<file path="config.mk">
export PLATFORM = sky130hd
export DESIGN_NAME = positional_list_engine_top
export DESIGN_NICKNAME = d
export VERILOG_FILES = /design/src/hw/rtl/ple_pkg.sv /design/src/hw/rtl/ple_datapath.sv /design/src/hw/rtl/ple_ctrl.sv /design/src/hw/rtl/positional_list_engine_top.sv
export SDC_FILE = /design/constraint.sdc
export NUM_CORES = 1
export LEC_CHECK = 0
export BUFFER_PORTS_ARGS = -buffer_cell sky130_fd_sc_hd__buf_2
export CORE_ASPECT_RATIO = 1.2
export CORE_MARGIN = 3
export CORE_UTILIZATION = 68
export DETAILED_ROUTE_END_ITERATION = 8
export PLACE_DENSITY = 0.95
export SLEW_MARGIN = 20
export SYNTH_ARGS = -nofsm -noshare
export SYNTH_HDL_FRONTEND = slang
export SYNTH_HIERARCHICAL = 1
export SYNTH_SLANG_ARGS = --single-unit
</file>
<file path="constraint.sdc">
create_clock -name clk -period 14 [get_ports clk]
set_input_delay 2.1 -clock clk [delete_from_list [all_inputs] [get_ports clk]]
set_output_delay 2.1 -clock clk [all_outputs]
set_load 0.01 [all_outputs]
</file>
<file path="src/hw/rtl/ple_pkg.sv">
// Shared constants, codes and control/status types of the positional list engine.
package ple_pkg;

	localparam int PLE_CAPACITY   = 16;
	localparam int PLE_DATA_WIDTH = 32;

	localparam int OP_W    = 3;
	localparam int POS_W   = 5;
	localparam int VAL_W   = 32;
	localparam int STAT_W  = 2;

	localparam logic [OP_W-1:0] OP_CLEAR  = 3'd0;
	localparam logic [OP_W-1:0] OP_GET    = 3'd1;
	localparam logic [OP_W-1:0] OP_LOCATE = 3'd2;
	localparam logic [OP_W-1:0] OP_INSERT = 3'd3;
	localparam logic [OP_W-1:0] OP_DELETE = 3'd4;

	localparam logic [STAT_W-1:0] ST_OK       = 2'd0;
	localparam logic [STAT_W-1:0] ST_BADPOS   = 2'd1;
	localparam logic [STAT_W-1:0] ST_FULL     = 2'd2;
	localparam logic [STAT_W-1:0] ST_NOTFOUND = 2'd3;

	localparam logic [2:0] IDX_HOLD  = 3'd0;
	localparam logic [2:0] IDX_ZERO  = 3'd1;
	localparam logic [2:0] IDX_COUNT = 3'd2;
	localparam logic [2:0] IDX_POS   = 3'd3;
	localparam logic [2:0] IDX_INC   = 3'd4;
	localparam logic [2:0] IDX_DEC   = 3'd5;

	localparam logic [1:0] RA_IDX    = 2'd0;
	localparam logic [1:0] RA_IDX_M1 = 2'd1;
	localparam logic [1:0] RA_IDX_P1 = 2'd2;
	localparam logic [1:0] RA_POS    = 2'd3;

	localparam logic WR_RDATA = 1'b0;
	localparam logic WR_VALUE = 1'b1;

	localparam logic [1:0] CNT_HOLD  = 2'd0;
	localparam logic [1:0] CNT_CLEAR = 2'd1;
	localparam logic [1:0] CNT_INC   = 2'd2;
	localparam logic [1:0] CNT_DEC   = 2'd3;

	typedef struct packed {
		logic              load_in;
		logic [2:0]        idx_op;
		logic              rd_en;
		logic [1:0]        rd_sel;
		logic              wr_en;
		logic              wr_sel;
		logic [1:0]        cnt_op;
		logic              st_set;
		logic [STAT_W-1:0] st_code;
		logic              ov_load;
		logic              fp_load;
		logic              res_load;
	} ple_cmd_t;

	typedef struct packed {
		logic [OP_W-1:0] op;
		logic            get_bad;
		logic            ins_bad;
		logic            full;
		logic            cnt_zero;
		logic            ins_at;
		logic            at_last;
		logic            match;
	} ple_stat_t;

endpackage

</file>
<file path="src/hw/rtl/ple_datapath.sv">
// Datapath of the positional list engine: entry memory, count, index and result registers.
module ple_datapath
	import ple_pkg::*;
#(
	parameter int CAPACITY   = PLE_CAPACITY,
	parameter int DATA_WIDTH = PLE_DATA_WIDTH
) (
	input  logic                    clk,
	input  logic                    arst_n,
	input  ple_cmd_t                cmd,
	output ple_stat_t               stat,
	input  logic [OP_W-1:0]         op,
	input  logic [POS_W-1:0]        position,
	input  logic signed [VAL_W-1:0] value,
	output logic [STAT_W-1:0]       status,
	output logic signed [VAL_W-1:0] out_value,
	output logic [POS_W-1:0]        found_position,
	output logic [POS_W-1:0]        list_length,
	output logic                    is_empty
);

	localparam int CW = $clog2(CAPACITY + 1);
	localparam int AW = $clog2(CAPACITY);
	localparam int XW = ((CW > POS_W) ? CW : POS_W) + 1;

	logic [DATA_WIDTH-1:0] mem [CAPACITY];

	logic [OP_W-1:0]       op_q;
	logic [POS_W-1:0]      pos_q;
	logic [DATA_WIDTH-1:0] val_q;
	logic [CW-1:0]         count_q;
	logic [AW-1:0]         idx_q;
	logic [DATA_WIDTH-1:0] rdata_q;

	logic [STAT_W-1:0]     st_w_q;
	logic [DATA_WIDTH-1:0] ov_w_q;
	logic [POS_W-1:0]      fp_w_q;

	logic [STAT_W-1:0]     st_q;
	logic [DATA_WIDTH-1:0] ov_q;
	logic [POS_W-1:0]      fp_q;
	logic [CW-1:0]         len_q;

	logic [XW-1:0] pos_x, cnt_x, idx_x;
	logic [AW-1:0] pos_m1, rd_addr;
	logic [DATA_WIDTH-1:0] wr_data;

	assign pos_x  = XW'(pos_q);
	assign cnt_x  = XW'(count_q);
	assign idx_x  = XW'(idx_q);
	assign pos_m1 = AW'(pos_x - XW'(1));

	always_comb begin
		stat.op       = op_q;
		stat.get_bad  = (pos_x == '0) || (pos_x > cnt_x);
		stat.ins_bad  = (pos_x == '0) || (pos_x > cnt_x + XW'(1));
		stat.full     = cnt_x >= XW'(CAPACITY);
		stat.cnt_zero = count_q == '0;
		stat.ins_at   = (idx_x + XW'(1)) == pos_x;
		stat.at_last  = (idx_x + XW'(1)) >= cnt_x;
		stat.match    = rdata_q == val_q;
	end

	always_comb begin
		case (cmd.rd_sel)
			RA_IDX:    rd_addr = idx_q;
			RA_IDX_M1: rd_addr = AW'(idx_q - AW'(1));
			RA_IDX_P1: rd_addr = AW'(idx_q + AW'(1));
			RA_POS:    rd_addr = pos_m1;
			default:   rd_addr = idx_q;
		endcase
	end

	assign wr_data = (cmd.wr_sel == WR_VALUE) ? val_q : rdata_q;

	always_ff @(posedge clk) begin
		if (cmd.wr_en) begin
			mem[idx_q] <= wr_data;
		end
		if (cmd.rd_en) begin
			rdata_q <= mem[rd_addr];
		end
	end

	always_ff @(posedge clk or negedge arst_n) begin
		if (!arst_n) begin
			count_q <= '0;
			idx_q   <= '0;
		end else begin
			case (cmd.cnt_op)
				CNT_CLEAR: count_q <= '0;
				CNT_INC:   count_q <= count_q + CW'(1);
				CNT_DEC:   count_q <= count_q - CW'(1);
				default:   count_q <= count_q;
			endcase
			case (cmd.idx_op)
				IDX_ZERO:  idx_q <= '0;
				IDX_COUNT: idx_q <= AW'(count_q);
				IDX_POS:   idx_q <= pos_m1;
				IDX_INC:   idx_q <= AW'(idx_q + AW'(1));
				IDX_DEC:   idx_q <= AW'(idx_q - AW'(1));
				default:   idx_q <= idx_q;
			endcase
		end
	end

	always_ff @(posedge clk) begin
		if (cmd.load_in) begin
			op_q   <= op;
			pos_q  <= position;
			val_q  <= DATA_WIDTH'(value);
			st_w_q <= ST_OK;
			ov_w_q <= '0;
			fp_w_q <= '0;
		end else begin
			if (cmd.st_set) begin
				st_w_q <= cmd.st_code;
			end
			if (cmd.ov_load) begin
				ov_w_q <= rdata_q;
			end
			if (cmd.fp_load) begin
				fp_w_q <= POS_W'(idx_x + XW'(1));
			end
		end
		if (cmd.res_load) begin
			st_q  <= st_w_q;
			ov_q  <= ov_w_q;
			fp_q  <= fp_w_q;
			len_q <= count_q;
		end
	end

	assign status         = st_q;
	assign out_value      = VAL_W'(ov_q);
	assign found_position = fp_q;
	assign list_length    = POS_W'(len_q);
	assign is_empty       = len_q == '0;

endmodule

</file>
<file path="src/hw/rtl/ple_ctrl.sv">
// Controller of the positional list engine: sequences memory reads, shifts and result hand-off.
module ple_ctrl
	import ple_pkg::*;
(
	input  logic      clk,
	input  logic      arst_n,
	input  logic      in_valid,
	output logic      in_ready,
	output logic      out_valid,
	input  logic      out_ready,
	input  ple_stat_t stat,
	output ple_cmd_t  cmd
);

	localparam logic [3:0] S_IDLE     = 4'd0;
	localparam logic [3:0] S_DECODE   = 4'd1;
	localparam logic [3:0] S_GET_WAIT = 4'd2;
	localparam logic [3:0] S_SCAN_RD  = 4'd3;
	localparam logic [3:0] S_SCAN_CMP = 4'd4;
	localparam logic [3:0] S_INS_CHK  = 4'd5;
	localparam logic [3:0] S_INS_WR   = 4'd6;
	localparam logic [3:0] S_DEL_CAP  = 4'd7;
	localparam logic [3:0] S_DEL_CHK  = 4'd8;
	localparam logic [3:0] S_DEL_WR   = 4'd9;
	localparam logic [3:0] S_FINISH   = 4'd10;

	logic [3:0] state_q, state_d;
	logic       out_valid_q;
	logic       out_free;

	assign in_ready  = state_q == S_IDLE;
	assign out_valid = out_valid_q;
	assign out_free  = !out_valid_q || out_ready;

	always_comb begin
		state_d = state_q;
		cmd     = '0;
		case (state_q)
			S_IDLE: begin
				if (in_valid) begin
					cmd.load_in = 1'b1;
					state_d     = S_DECODE;
				end
			end
			S_DECODE: begin
				case (stat.op)
					OP_CLEAR: begin
						cmd.cnt_op = CNT_CLEAR;
						state_d    = S_FINISH;
					end
					OP_GET: begin
						if (stat.get_bad) begin
							cmd.st_set  = 1'b1;
							cmd.st_code = ST_BADPOS;
							state_d     = S_FINISH;
						end else begin
							cmd.rd_en  = 1'b1;
							cmd.rd_sel = RA_POS;
							state_d    = S_GET_WAIT;
						end
					end
					OP_LOCATE: begin
						cmd.st_set  = 1'b1;
						cmd.st_code = ST_NOTFOUND;
						cmd.idx_op  = IDX_ZERO;
						state_d     = stat.cnt_zero ? S_FINISH : S_SCAN_RD;
					end
					OP_INSERT: begin
						if (stat.full) begin
							cmd.st_set  = 1'b1;
							cmd.st_code = ST_FULL;
							state_d     = S_FINISH;
						end else if (stat.ins_bad) begin
							cmd.st_set  = 1'b1;
							cmd.st_code = ST_BADPOS;
							state_d     = S_FINISH;
						end else begin
							cmd.idx_op = IDX_COUNT;
							state_d    = S_INS_CHK;
						end
					end
					OP_DELETE: begin
						if (stat.get_bad) begin
							cmd.st_set  = 1'b1;
							cmd.st_code = ST_BADPOS;
							state_d     = S_FINISH;
						end else begin
							cmd.rd_en  = 1'b1;
							cmd.rd_sel = RA_POS;
							cmd.idx_op = IDX_POS;
							state_d    = S_DEL_CAP;
						end
					end
					default: state_d = S_FINISH;
				endcase
			end
			S_GET_WAIT: begin
				cmd.ov_load = 1'b1;
				state_d     = S_FINISH;
			end
			S_SCAN_RD: begin
				cmd.rd_en  = 1'b1;
				cmd.rd_sel = RA_IDX;
				state_d    = S_SCAN_CMP;
			end
			S_SCAN_CMP: begin
				if (stat.match) begin
					cmd.st_set  = 1'b1;
					cmd.st_code = ST_OK;
					cmd.fp_load = 1'b1;
					state_d     = S_FINISH;
				end else if (stat.at_last) begin
					state_d = S_FINISH;
				end else begin
					cmd.idx_op = IDX_INC;
					state_d    = S_SCAN_RD;
				end
			end
			S_INS_CHK: begin
				// drop the new value into its slot once the tail has moved up
				if (stat.ins_at) begin
					cmd.wr_en  = 1'b1;
					cmd.wr_sel = WR_VALUE;
					cmd.cnt_op = CNT_INC;
					state_d    = S_FINISH;
				end else begin
					cmd.rd_en  = 1'b1;
					cmd.rd_sel = RA_IDX_M1;
					state_d    = S_INS_WR;
				end
			end
			S_INS_WR: begin
				cmd.wr_en  = 1'b1;
				cmd.wr_sel = WR_RDATA;
				cmd.idx_op = IDX_DEC;
				state_d    = S_INS_CHK;
			end
			S_DEL_CAP: begin
				cmd.ov_load = 1'b1;
				state_d     = S_DEL_CHK;
			end
			S_DEL_CHK: begin
				if (stat.at_last) begin
					cmd.cnt_op = CNT_DEC;
					state_d    = S_FINISH;
				end else begin
					cmd.rd_en  = 1'b1;
					cmd.rd_sel = RA_IDX_P1;
					state_d    = S_DEL_WR;
				end
			end
			S_DEL_WR: begin
				cmd.wr_en  = 1'b1;
				cmd.wr_sel = WR_RDATA;
				cmd.idx_op = IDX_INC;
				state_d    = S_DEL_CHK;
			end
			S_FINISH: begin
				// hold here until the output register is free
				if (out_free) begin
					cmd.res_load = 1'b1;
					state_d      = S_IDLE;
				end
			end
			default: state_d = S_IDLE;
		endcase
	end

	always_ff @(posedge clk or negedge arst_n) begin
		if (!arst_n) begin
			state_q     <= S_IDLE;
			out_valid_q <= 1'b0;
		end else begin
			state_q <= state_d;
			if (cmd.res_load) begin
				out_valid_q <= 1'b1;
			end else if (out_ready) begin
				out_valid_q <= 1'b0;
			end
		end
	end

endmodule

</file>
<file path="src/hw/rtl/positional_list_engine_top.sv">
// Sequence: accept, decode, then the operation, then register the result once the output is free.
// Clear and rejected items go from decode straight to the result; get reads one entry; locate reads
// and compares each entry in turn; insert moves entries up one by one, delete moves them down one by one.
// Throughput: one item at a time, paced by the entry memory, used for one read or write a cycle.
// The next item is taken while the previous result waits in the output register.
// Reset clears the length and control; entries are not cleared, the length bounds every read.
module positional_list_engine_top
	import ple_pkg::*;
#(
	parameter int CAPACITY   = PLE_CAPACITY,
	parameter int DATA_WIDTH = PLE_DATA_WIDTH
) (
	input  logic                    clk,
	input  logic                    arst_n,
	input  logic                    in_valid,
	output logic                    in_ready,
	input  logic [OP_W-1:0]         op,
	input  logic [POS_W-1:0]        position,
	input  logic signed [VAL_W-1:0] value,
	output logic                    out_valid,
	input  logic                    out_ready,
	output logic [STAT_W-1:0]       status,
	output logic signed [VAL_W-1:0] out_value,
	output logic [POS_W-1:0]        found_position,
	output logic [POS_W-1:0]        list_length,
	output logic                    is_empty
);

	ple_cmd_t  cmd;
	ple_stat_t stat;

	ple_ctrl u_ctrl (
		.clk       (clk),
		.arst_n    (arst_n),
		.in_valid  (in_valid),
		.in_ready  (in_ready),
		.out_valid (out_valid),
		.out_ready (out_ready),
		.stat      (stat),
		.cmd       (cmd)
	);

	ple_datapath #(
		.CAPACITY   (CAPACITY),
		.DATA_WIDTH (DATA_WIDTH)
	) u_dp (
		.clk            (clk),
		.arst_n         (arst_n),
		.cmd            (cmd),
		.stat           (stat),
		.op             (op),
		.position       (position),
		.value          (value),
		.status         (status),
		.out_value      (out_value),
		.found_position (found_position),
		.list_length    (list_length),
		.is_empty       (is_empty)
	);

endmodule

</file>
== Yosys cells after proc, flatten, opt, wreduce, memory -nomap -nowiden ==
Memories as Yosys holds them, arrays and structs flattened. A register that Yosys moved wholly into a read port is not among the register bits.
Index checks and enable logic that the tools add are counted.
Cells by class
  reduce and logical (&&, ||, !) cells: 18
  $mul: 0
  equality and inequality tests: 29
  add/subtract/negate cells: 7
  order comparisons: 4
  shifts and indexed selects: 0
  divide/modulo/power cells: 0
  multiplexer cells: 51
  bitwise gates (word level): 0
Operator list (number)
  2-to-1 mux 4 bit: 11
  one-hot mux 4 bit (10 select lines): 1
  == test 32 bit: 1
  2-to-1 mux 32 bit: 1
  one-hot mux 4 bit (4 select lines): 2
  2-to-1 mux 3 bit: 10
  one-hot mux 3 bit (4 select lines): 2
  one-hot mux 4 bit (5 select lines): 1
  one-hot mux 3 bit (3 select lines): 2
  == test 4 x 3 -> 1 bit (second input constant): 4
  one-hot mux 5 bit (3 select lines): 1
  == test 3 x 2 -> 1 bit (second input constant): 4
  == test 4 bit (second input constant): 3
  2-to-1 mux 1 bit: 12
  one-hot mux 3 bit (2 select lines): 2
  logical NOT 5 bit: 2
  == test 3 bit (second input constant): 3
  == test 2 bit (second input constant): 4
  == test 4 x 2 -> 1 bit (second input constant): 2
  OR reduction 2 bit: 4
  subtractor 4 x 1 -> 4 bit (second input constant): 2
  adder 5 x 1 -> 6 bit (second input constant): 1
  == test 3 x 1 -> 1 bit (second input constant): 2
  >= comparator 6 x 5 -> 1 bit: 1
  other kinds (26): 31
Storage, ports and cells
  latch bits: 0
  input port bits: 44
  flip-flop bits (word level): 137
  memory bits (read-only): 0
  output and inout bits: 47
  word-level logic and storage cells: 124
  bits in writable memories: 512
  memories kept: 1
Memories
  u_dp.mem: depth 16, width 32, read ports 1, clocked after memory_dff 1, write ports 1, RTL line ple_datapath.sv:26  | logic [DATA_WIDTH-1:0] mem [CAPACITY];

== Depth between registers and ports, before layout ==
Gate-level depths: netlist of run 1.
  depth after elaboration: 9
  depth in mapped cells: 21
  gate-level depth less buffers: 19

== By module ==
The synthesis of run 1 kept the hierarchy.
Modules (own cells, without submodules)
  ple_datapath: area each 31651.6 um^2, seq. area each 19864.1 um^2, cells an instance 1879, times used 1
  ple_ctrl: area each 679.4 um^2, seq. area each 125.1 um^2, cells an instance 96, times used 1

== Worst setup path after synthesis of run 1 ==
No wires, ideal clock.
  kind: input to register
  from: in out_ready
  to: reg u_dp.fp_q[0], in the netlist u_dp/found_position[0], enable pin
  arrival time: 5494 ps
  stages on the path: 2
  library setup time: 509 ps
  path buffers: 0
  setup slack: 7997 ps
  data required time: 13491 ps
  cell sequence: nand2b_1 > nor3b_1
RTL lines
  start: declaration: RTL line positional_list_engine_top.sv:21  | input logic out_ready,
  end signal: assignment: RTL line ple_datapath.sv:129  | fp_q <= fp_w_q;
  end: declaration: RTL line ple_datapath.sv:41  | logic [POS_W-1:0] fp_q;

==> impl_metrics.json, run 1 <==
{
  "outcome": "finished clean",
  "cpMostUsedCell": "buf_4",
  "p_sw_uw": 3320,
  "synthDistinctLibCells": 57,
  "required_ps": 14450,
  "crit_fanout": 135,
  "async_reset_ff_frac": 0.0206,
  "yosysWarnings": 6,
  "hpwlAfterDp_mm": 43.3,
  "worstPathArrival_ps": 8280,
  "vias": 19986,
  "synth_top_area_frac": 0.583,
  "critPathLaunchType": "flip-flop",
  "num_rows": 86,
  "max_slew_margin": 0.223,
  "synth-edff-count": 628,
  "gp_congestion": 0.887,
  "drtIter0Drc": 2938,
  "slew_viol_final": 0,
  "cts_buffers": 66,
  "synth_ff_type": "edfxtp_1",
  "die_x_um": 205,
  "syn_avg_cell_area_um2": 16.4,
  "routedWlPerCell_um": 31.4,
  "p_leak_uw": 0.0136,
  "first_pass_iters": 6,
  "swShare": 0.367,
  "post_cts_resized": 0,
  "syn_inst": 1975,
  "drt.antenna.violating_nets": 0,
  "final_core_util": 0.767,
  "setup_viol_count_final": 0,
  "drt-total-wl_mm": 85.2,
  "rsz0062_at_grt": "false",
  "grt_pass1_vias": 20499,
  "yosysTopAreaCell": "edfxtp_1",
  "timing.final.hold_violations": 0,
  "holdWs_ps": 431,
  "cts.sinks": 681,
  "path_delay_family": "buffers and inverters",
  "crit_buf_inv": 5,
  "ys_top_cells_by_area": "edfxtp_1 (58%), mux2i_1 (17%), mux4_2 (8.9%), dfxtp_1 (2.4%), a22o_1 (1.7%)",
  "start_util": 0.696,
  "grt_pass1_wl_mm": 126,
  "cts_hold_buffers": 0,
  "cts_tree": "built",
  "power_density_nw_per_um2": 254,
  "hold_class": "flip-flop to flip-flop",
  "track_usage": 0.338,
  "clock_latency_ps": 610,
  "period_share": 0.560,
  "viasPerCell": 7.37,
  "antenna_found_initial": 1,
  "cts_setup_buffers": 0,
  "clockBufferDepth": 3,
  "clk_pin_slew_worst_paths_ps": 70,
  "fin_crit_ps": 7830,
  "clock_skew_ps": 22.8,
  "die-area_um2": 50200,
  "core_area_um2": 46500,
  "areaGrowthSynthToFinish_pct": 10.3,
  "end_kind": "flip-flop",
  "synth_seq_cells": 681,
  "final_nets": 2114,
  "fin_tns_setup_ps": 0,
  "grt_start_max_net_pins": 136,
  "max_freq_mhz": 128,
  "vdd_drop_max_uv": 407,
  "die_h_um": 245,
  "path_class": "flip-flop to flip-flop",
  "cp_cell_sequence": "inv_1, ha_1, ha_1, a21o_1, a21oi_1, nor2b_1, o21ai_0, nand2b_1, or4_1, o21ai_1, buf_4, xnor2_4, buf_12, buf_4, buf_4, mux2i_1, mux4_2, a22o_1, nor2_1",
  "grt_overflow_total": 0,
  "critPathMaxStageDelay_ps": 1000,
  "clockPowerShare": 0.199,
  "portBuffers": 90,
  "cts-root-buf": "clkbuf_16",
  "drc_errors": 0,
  "cap_violations": 0,
  "syn_nets": 2047,
  "netlist_area_um2": 32300,
  "combPwrFrac": 0.472,
  "io_pins": 91,
  "pwr-share-seq": 0.330,
  "ys_seq_area_frac": 0.618,
  "final_common_cell": "edfxtp_1",
  "final_cell_mix": "edfxtp_1 (628), mux2i_1 (553), mux4_2 (128)",
  "internal-power_uw": 5730,
  "crit_slowest_cell": "buf_4",
  "tightest_slew_ps": 1160,
  "drive_gt1_frac": 0.199,
  "fillCellCount": 2324,
  "h-tree-depth": 3
}
-- final timing paths --
check                                        startpoint                           end  slack (ps)  cells past startpoint
max                           u_dp/idx_q[0]$_DFFE_PN0P_    u_dp/rdata_q[20]$_DFFE_PP_        6170                     19
min                        u_dp/ov_w_q[28]$_SDFFE_PP0P_  u_dp/out_value[28]$_DFFE_PP_         430                      0
max reg2reg                   u_dp/idx_q[0]$_DFFE_PN0P_    u_dp/rdata_q[20]$_DFFE_PP_        6170                     19
min reg2reg                u_dp/ov_w_q[28]$_SDFFE_PP0P_  u_dp/out_value[28]$_DFFE_PP_         430                      0
max in group asynchronous                        arst_n  u_ctrl/out_valid$_DFFE_PN0P_       12290                      1
min in group asynchronous                        arst_n     u_dp/idx_q[3]$_DFFE_PN0P_        1420                      1
-- cells by family (layout without fill, tap and decap cells) --
family / count (synthesis) / count (layout) / synth area share
adders and majority gates: 28 / 28 / 0.0111
xor gates and xnor gates: 51 / 51 / 0.0140
buffers and inverters: 147 / 267 / 0.0202
muxes: 716 / 716 / 0.273
DFF: 681 / 681 / 0.618
and+or+nand+nor: 216 / 216 / 0.0317
other: 0 / 1 / 0
AOI/OAI and AO/OA: 136 / 136 / 0.0321
-- stage by stage --
| stage | instance area (um^2) | instances | power (uW) | setup WS (ps) |
|---|---|---|---|---|
| 2_1_floorplan | 32300 | 1975 | 6150 | 8000 |
| 3_3_place_gp | 33400 | 2590 | 6860 | 6620 |
| 3_5_place_dp | 33400 | 2590 | 7070 | 6410 |
| 4_1_cts | 35600 | 2711 | 8960 | 6370 |
| 5_1_grt | 35700 | 2711 | 9340 | 5880 |
| 6_report | 35700 | 2712 | 9050 | 6170 |
-- routing by layer --
metal | GRT usage | routed length (um) | vias up
li1 | - | - | 7986
met1 | 0.422 | 27600 | 9787
met2 | 0.535 | 40600 | 1782
met3 | 0.0902 | 11300 | 431
met4 | 0.203 | 5670 | 0
met5 | 0 | 0 | -
-- state kept, by name, indices dropped and copies added, names as in the netlist --
signal	count
u_dp/found_position	5
u_dp/op_q	3
u_dp/count_q	5
u_dp/list_length	5
u_dp/fp_w_q	5
u_dp/ov_w_q	32
u_dp/pos_q	5
u_dp/mem	512
u_dp/st_w_q	2
u_dp/rdata_q	32
u_dp/val_q	32
u_ctrl/state_q	4
u_dp/idx_q	4
u_dp/status	2
u_dp/out_value	32
u_ctrl/out_valid	1
-- Yosys cell counts (10+ instances only) --
cell type,instances
edfxtp_1,628
mux2i_1,554
mux4_2,128
nor2_1,107
buf_2,73
a22o_1,64
clkbuf_1,43
dfxtp_1,39
xor2_1,38
mux2_2,34
ha_1,27
nand2_1,22
inv_1,20
nand2b_1,19
o21ai_0,18
a21oi_1,17
dfrtp_1,14
xnor2_1,12
nor2b_1,10
nor4_1,10
-- power groups by stage --
stage / clock network [uW] / registers [uW] / logic, uW
6_report: 1800 / 2990 / 4270
2_1_floorplan: 0 / 2920 / 3230
4_1_cts: 1810 / 2970 / 4180
5_1_grt: 1880 / 3000 / 4460
3_3_place_gp: 0 / 2980 / 3870
3_5_place_dp: 0 / 3000 / 4070
-- layout make-up --
class,instances,area (um^2),share of cell area
Timing Repair Buffer,126,748,0.0210
Antenna cell,1,2.50,0.0000702
Sequential cell,681,20000,0.561
Clock inverter,25,201,0.00565
Multi-Input combinational cell,1147,11900,0.334
Tap cell,616,771,0.0216
Inverter,20,75.1,0.00211
Clock buffer,96,1980,0.0556
(Power assumes the default switching activity.)
==> inputs of run 2 (changes only) <==
--- a/config.mk
+++ b/config.mk
@@ -8,9 +8,9 @@
 export BUFFER_PORTS_ARGS = -buffer_cell sky130_fd_sc_hd__buf_2
 export CORE_ASPECT_RATIO = 1.2
 export CORE_MARGIN = 3
-export CORE_UTILIZATION = 68
+export CORE_UTILIZATION = 57
 export DETAILED_ROUTE_END_ITERATION = 8
-export PLACE_DENSITY = 0.95
+export PLACE_DENSITY = 0.86
 export SLEW_MARGIN = 20
 export SYNTH_ARGS = -nofsm -noshare
 export SYNTH_HDL_FRONTEND = slang
==> constraint.sdc (replaced) <==
create_clock -name clk -period 6.65 [get_ports clk]
set_input_delay 0.9975 -clock clk [delete_from_list [all_inputs] [get_ports clk]]
set_output_delay 0.9975 -clock clk [all_outputs]
set_load 0.01 [all_outputs]
==> run 2 against run 1 <==
Against the previous run:
- setup slack worse by 5400 ps
- cell count up 4.2%
- sequential share of layout area shrank 0.12 points
- worst hold slack got worse by 160 ps
- largest cell class unchanged
- highest routed layer unchanged
==> impl_metrics.json, run 2 (synthesis gave the netlist of run 1 again) <==
{
  "r2r_slack_ps": 740,
  "vdd_drop_max_uv": 715,
  "cp_cell_sequence": "inv_1, ha_1, ha_1, a21o_1, a21oi_1, nor2b_1, o21ai_0, nand2b_1, or4_1, o21ai_1, buf_4, xnor2_4, buf_12, mux2i_1, mux4_2, a22o_1, nor2_1",
  "crit_buf_inv": 3,
  "worstReg2RegStart": "u_dp/idx_q[0]$_DFFE_PN0P_",
  "gp_congestion": 0.847,
  "cts_tree": "built",
  "drt.antenna.violating_nets": 0,
  "final_cell_mix": "edfxtp_1 (628), mux2i_1 (553), mux4_2 (128)",
  "dpl_cell_area_um2": 33800,
  "max_slew_margin": 0.257,
  "max_freq_mhz": 169,
  "cts-root-buf": "clkbuf_16",
  "r2r_end": "u_dp/rdata_q[10]$_DFFE_PP_",
  "first_pass_iters": 5,
  "portBuffers": 90,
  "fin_tns_setup_ps": 0,
  "cpMostUsedCell": "ha_1",
  "drc_errors": 0,
  "path_class": "flip-flop to flip-flop",
  "die_h_um": 267,
  "cts_setup_buffers": 0,
  "h-tree-depth": 2,
  "viasPerCell": 6.64,
  "core_area_um2": 56100,
  "clock_latency_ps": 650,
  "track_usage": 0.255,
  "slew_viol_final": 0,
  "regMostFlops": "u_dp/mem",
  "place_inst": 2711,
  "post_cts_resized": 0,
  "p_leak_uw": 0.0135,
  "routedWlPerCell_um": 27.3,
  "cap_violations": 0,
  "setup_ws_ps": 741,
  "clockBufferDepth": 3,
  "grt_overflow_total": 0,
  "drtIter0Drc": 2129,
  "period_share": 0.889,
  "clk_pin_slew_worst_paths_ps": 70,
  "drt-total-wl_mm": 77.2,
  "timing.final.hold_violations": 0,
  "start_util": 0.576,
  "grt_pass1_wl_mm": 114,
  "final_nets": 2119,
  "worstPathArrival_ps": 6410,
  "instances_no_fill": 2826,
  "cts_buffers": 61,
  "num_rows": 95,
  "power_uw": 18400,
  "grt_pass1_vias": 19259,
  "outcome": "finished clean",
  "crit_fanout": 113,
  "clock_skew_ps": 25.0,
  "critPathMaxStageDelay_ps": 740,
  "cts.sinks": 681,
  "power_density_nw_per_um2": 516,
  "critPathLaunchType": "flip-flop",
  "cts_hold_buffers": 0,
  "drive_gt1_frac": 0.197,
  "setup_viol_count_final": 0,
  "end_kind": "flip-flop",
  "die-area_um2": 59600,
  "rsz0062_at_grt": "false",
  "hold_class": "input pin to async pin",
  "final_common_cell": "edfxtp_1",
  "vias": 18757,
  "crit_slowest_cell": "dfrtp_1",
  "tightest_slew_ps": 1110,
  "rr_worst_depth": 17,
  "required_ps": 7150,
  "fin_crit_ps": 5910,
  "hpwlAfterDp_mm": 45.1,
  "fin_area_um2": 35700,
  "largest_reg_flops": 512,
  "antenna_found_initial": 1,
  "io_pins": 91,
  "die_x_um": 223,
  "areaGrowthSynthToFinish_pct": 10.5,
  "path_delay_family": "compound AO/OA/AOI/OAI gates",
  "grt_start_max_net_pins": 114,
  "dp_slack_ps": 806
}
-- run 2: how the worst max path moves through the flow --
stage | startpoint | endpoint | slack, ps | cells past startpoint
after global placement | u_dp/idx_q[0]$_DFFE_PN0P_ | u_dp/rdata_q[10]$_DFFE_PP_ | 1050 | 17
after detailed placement | u_dp/idx_q[0]$_DFFE_PN0P_ | u_dp/rdata_q[5]$_DFFE_PP_ | 810 | 17
final | u_dp/idx_q[0]$_DFFE_PN0P_ | u_dp/rdata_q[10]$_DFFE_PP_ | 740 | 17
after floorplan | u_dp/idx_q[0]$_DFFE_PN0P_ | u_dp/mem[0][0]$_DFFE_PP_ | 1600 | 10
after global routing | u_dp/idx_q[0]$_DFFE_PN0P_ | u_dp/rdata_q[1]$_DFFE_PP_ | 390 | 17
after CTS | u_dp/idx_q[0]$_DFFE_PN0P_ | u_dp/rdata_q[5]$_DFFE_PP_ | 800 | 17
-- run 2: layer usage --
layer  share of wire  wire, um  global-route usage
met5               0         0                   0
met2            0.50     38800               0.438
met4           0.044      3390               0.109
met3           0.089      6870              0.0469
met1            0.36     28200               0.321
-- run 2: stage by stage --
step                utilization  hold slack, ps
finish                    0.637             266
global route              0.637             261
CTS                       0.637             245
detailed placement        0.602             414
global placement          0.602             413
floorplan                     -             408
-- run 2: cell type report --
cell class                 instances  area (um^2)
fill                            3739        20400
sequential                       681        20000
multi-input combinational       1147        11900
clock buffer                      85         1680
timing repair buffer             136          946
tap                              727          910
clock inverter                    29          268
inverter                          20         75.1
antenna                            1         2.50
-- run 2: power breakdown --
group | internal, uW | leakage, uW | switching, uW | total, uW
logic | 4090 | 0.00641 | 4690 | 8790
registers | 5820 | 0.00617 | 404 | 6230
clock network | 1910 | 0.000942 | 1520 | 3440
-- run 2: worst reg2reg max path, delay by kind of cell (launching register included) --
| family | cells | cell delay, ps |
|---|---|---|
| mux | 2 | 830 |
| fa+ha+maj | 2 | 790 |
| flops | 1 | 740 |
| xor+xnor | 1 | 240 |
| simple gates | 4 | 810 |
| compound gates | 5 | 1250 |
| buf+inv | 3 | 1140 |
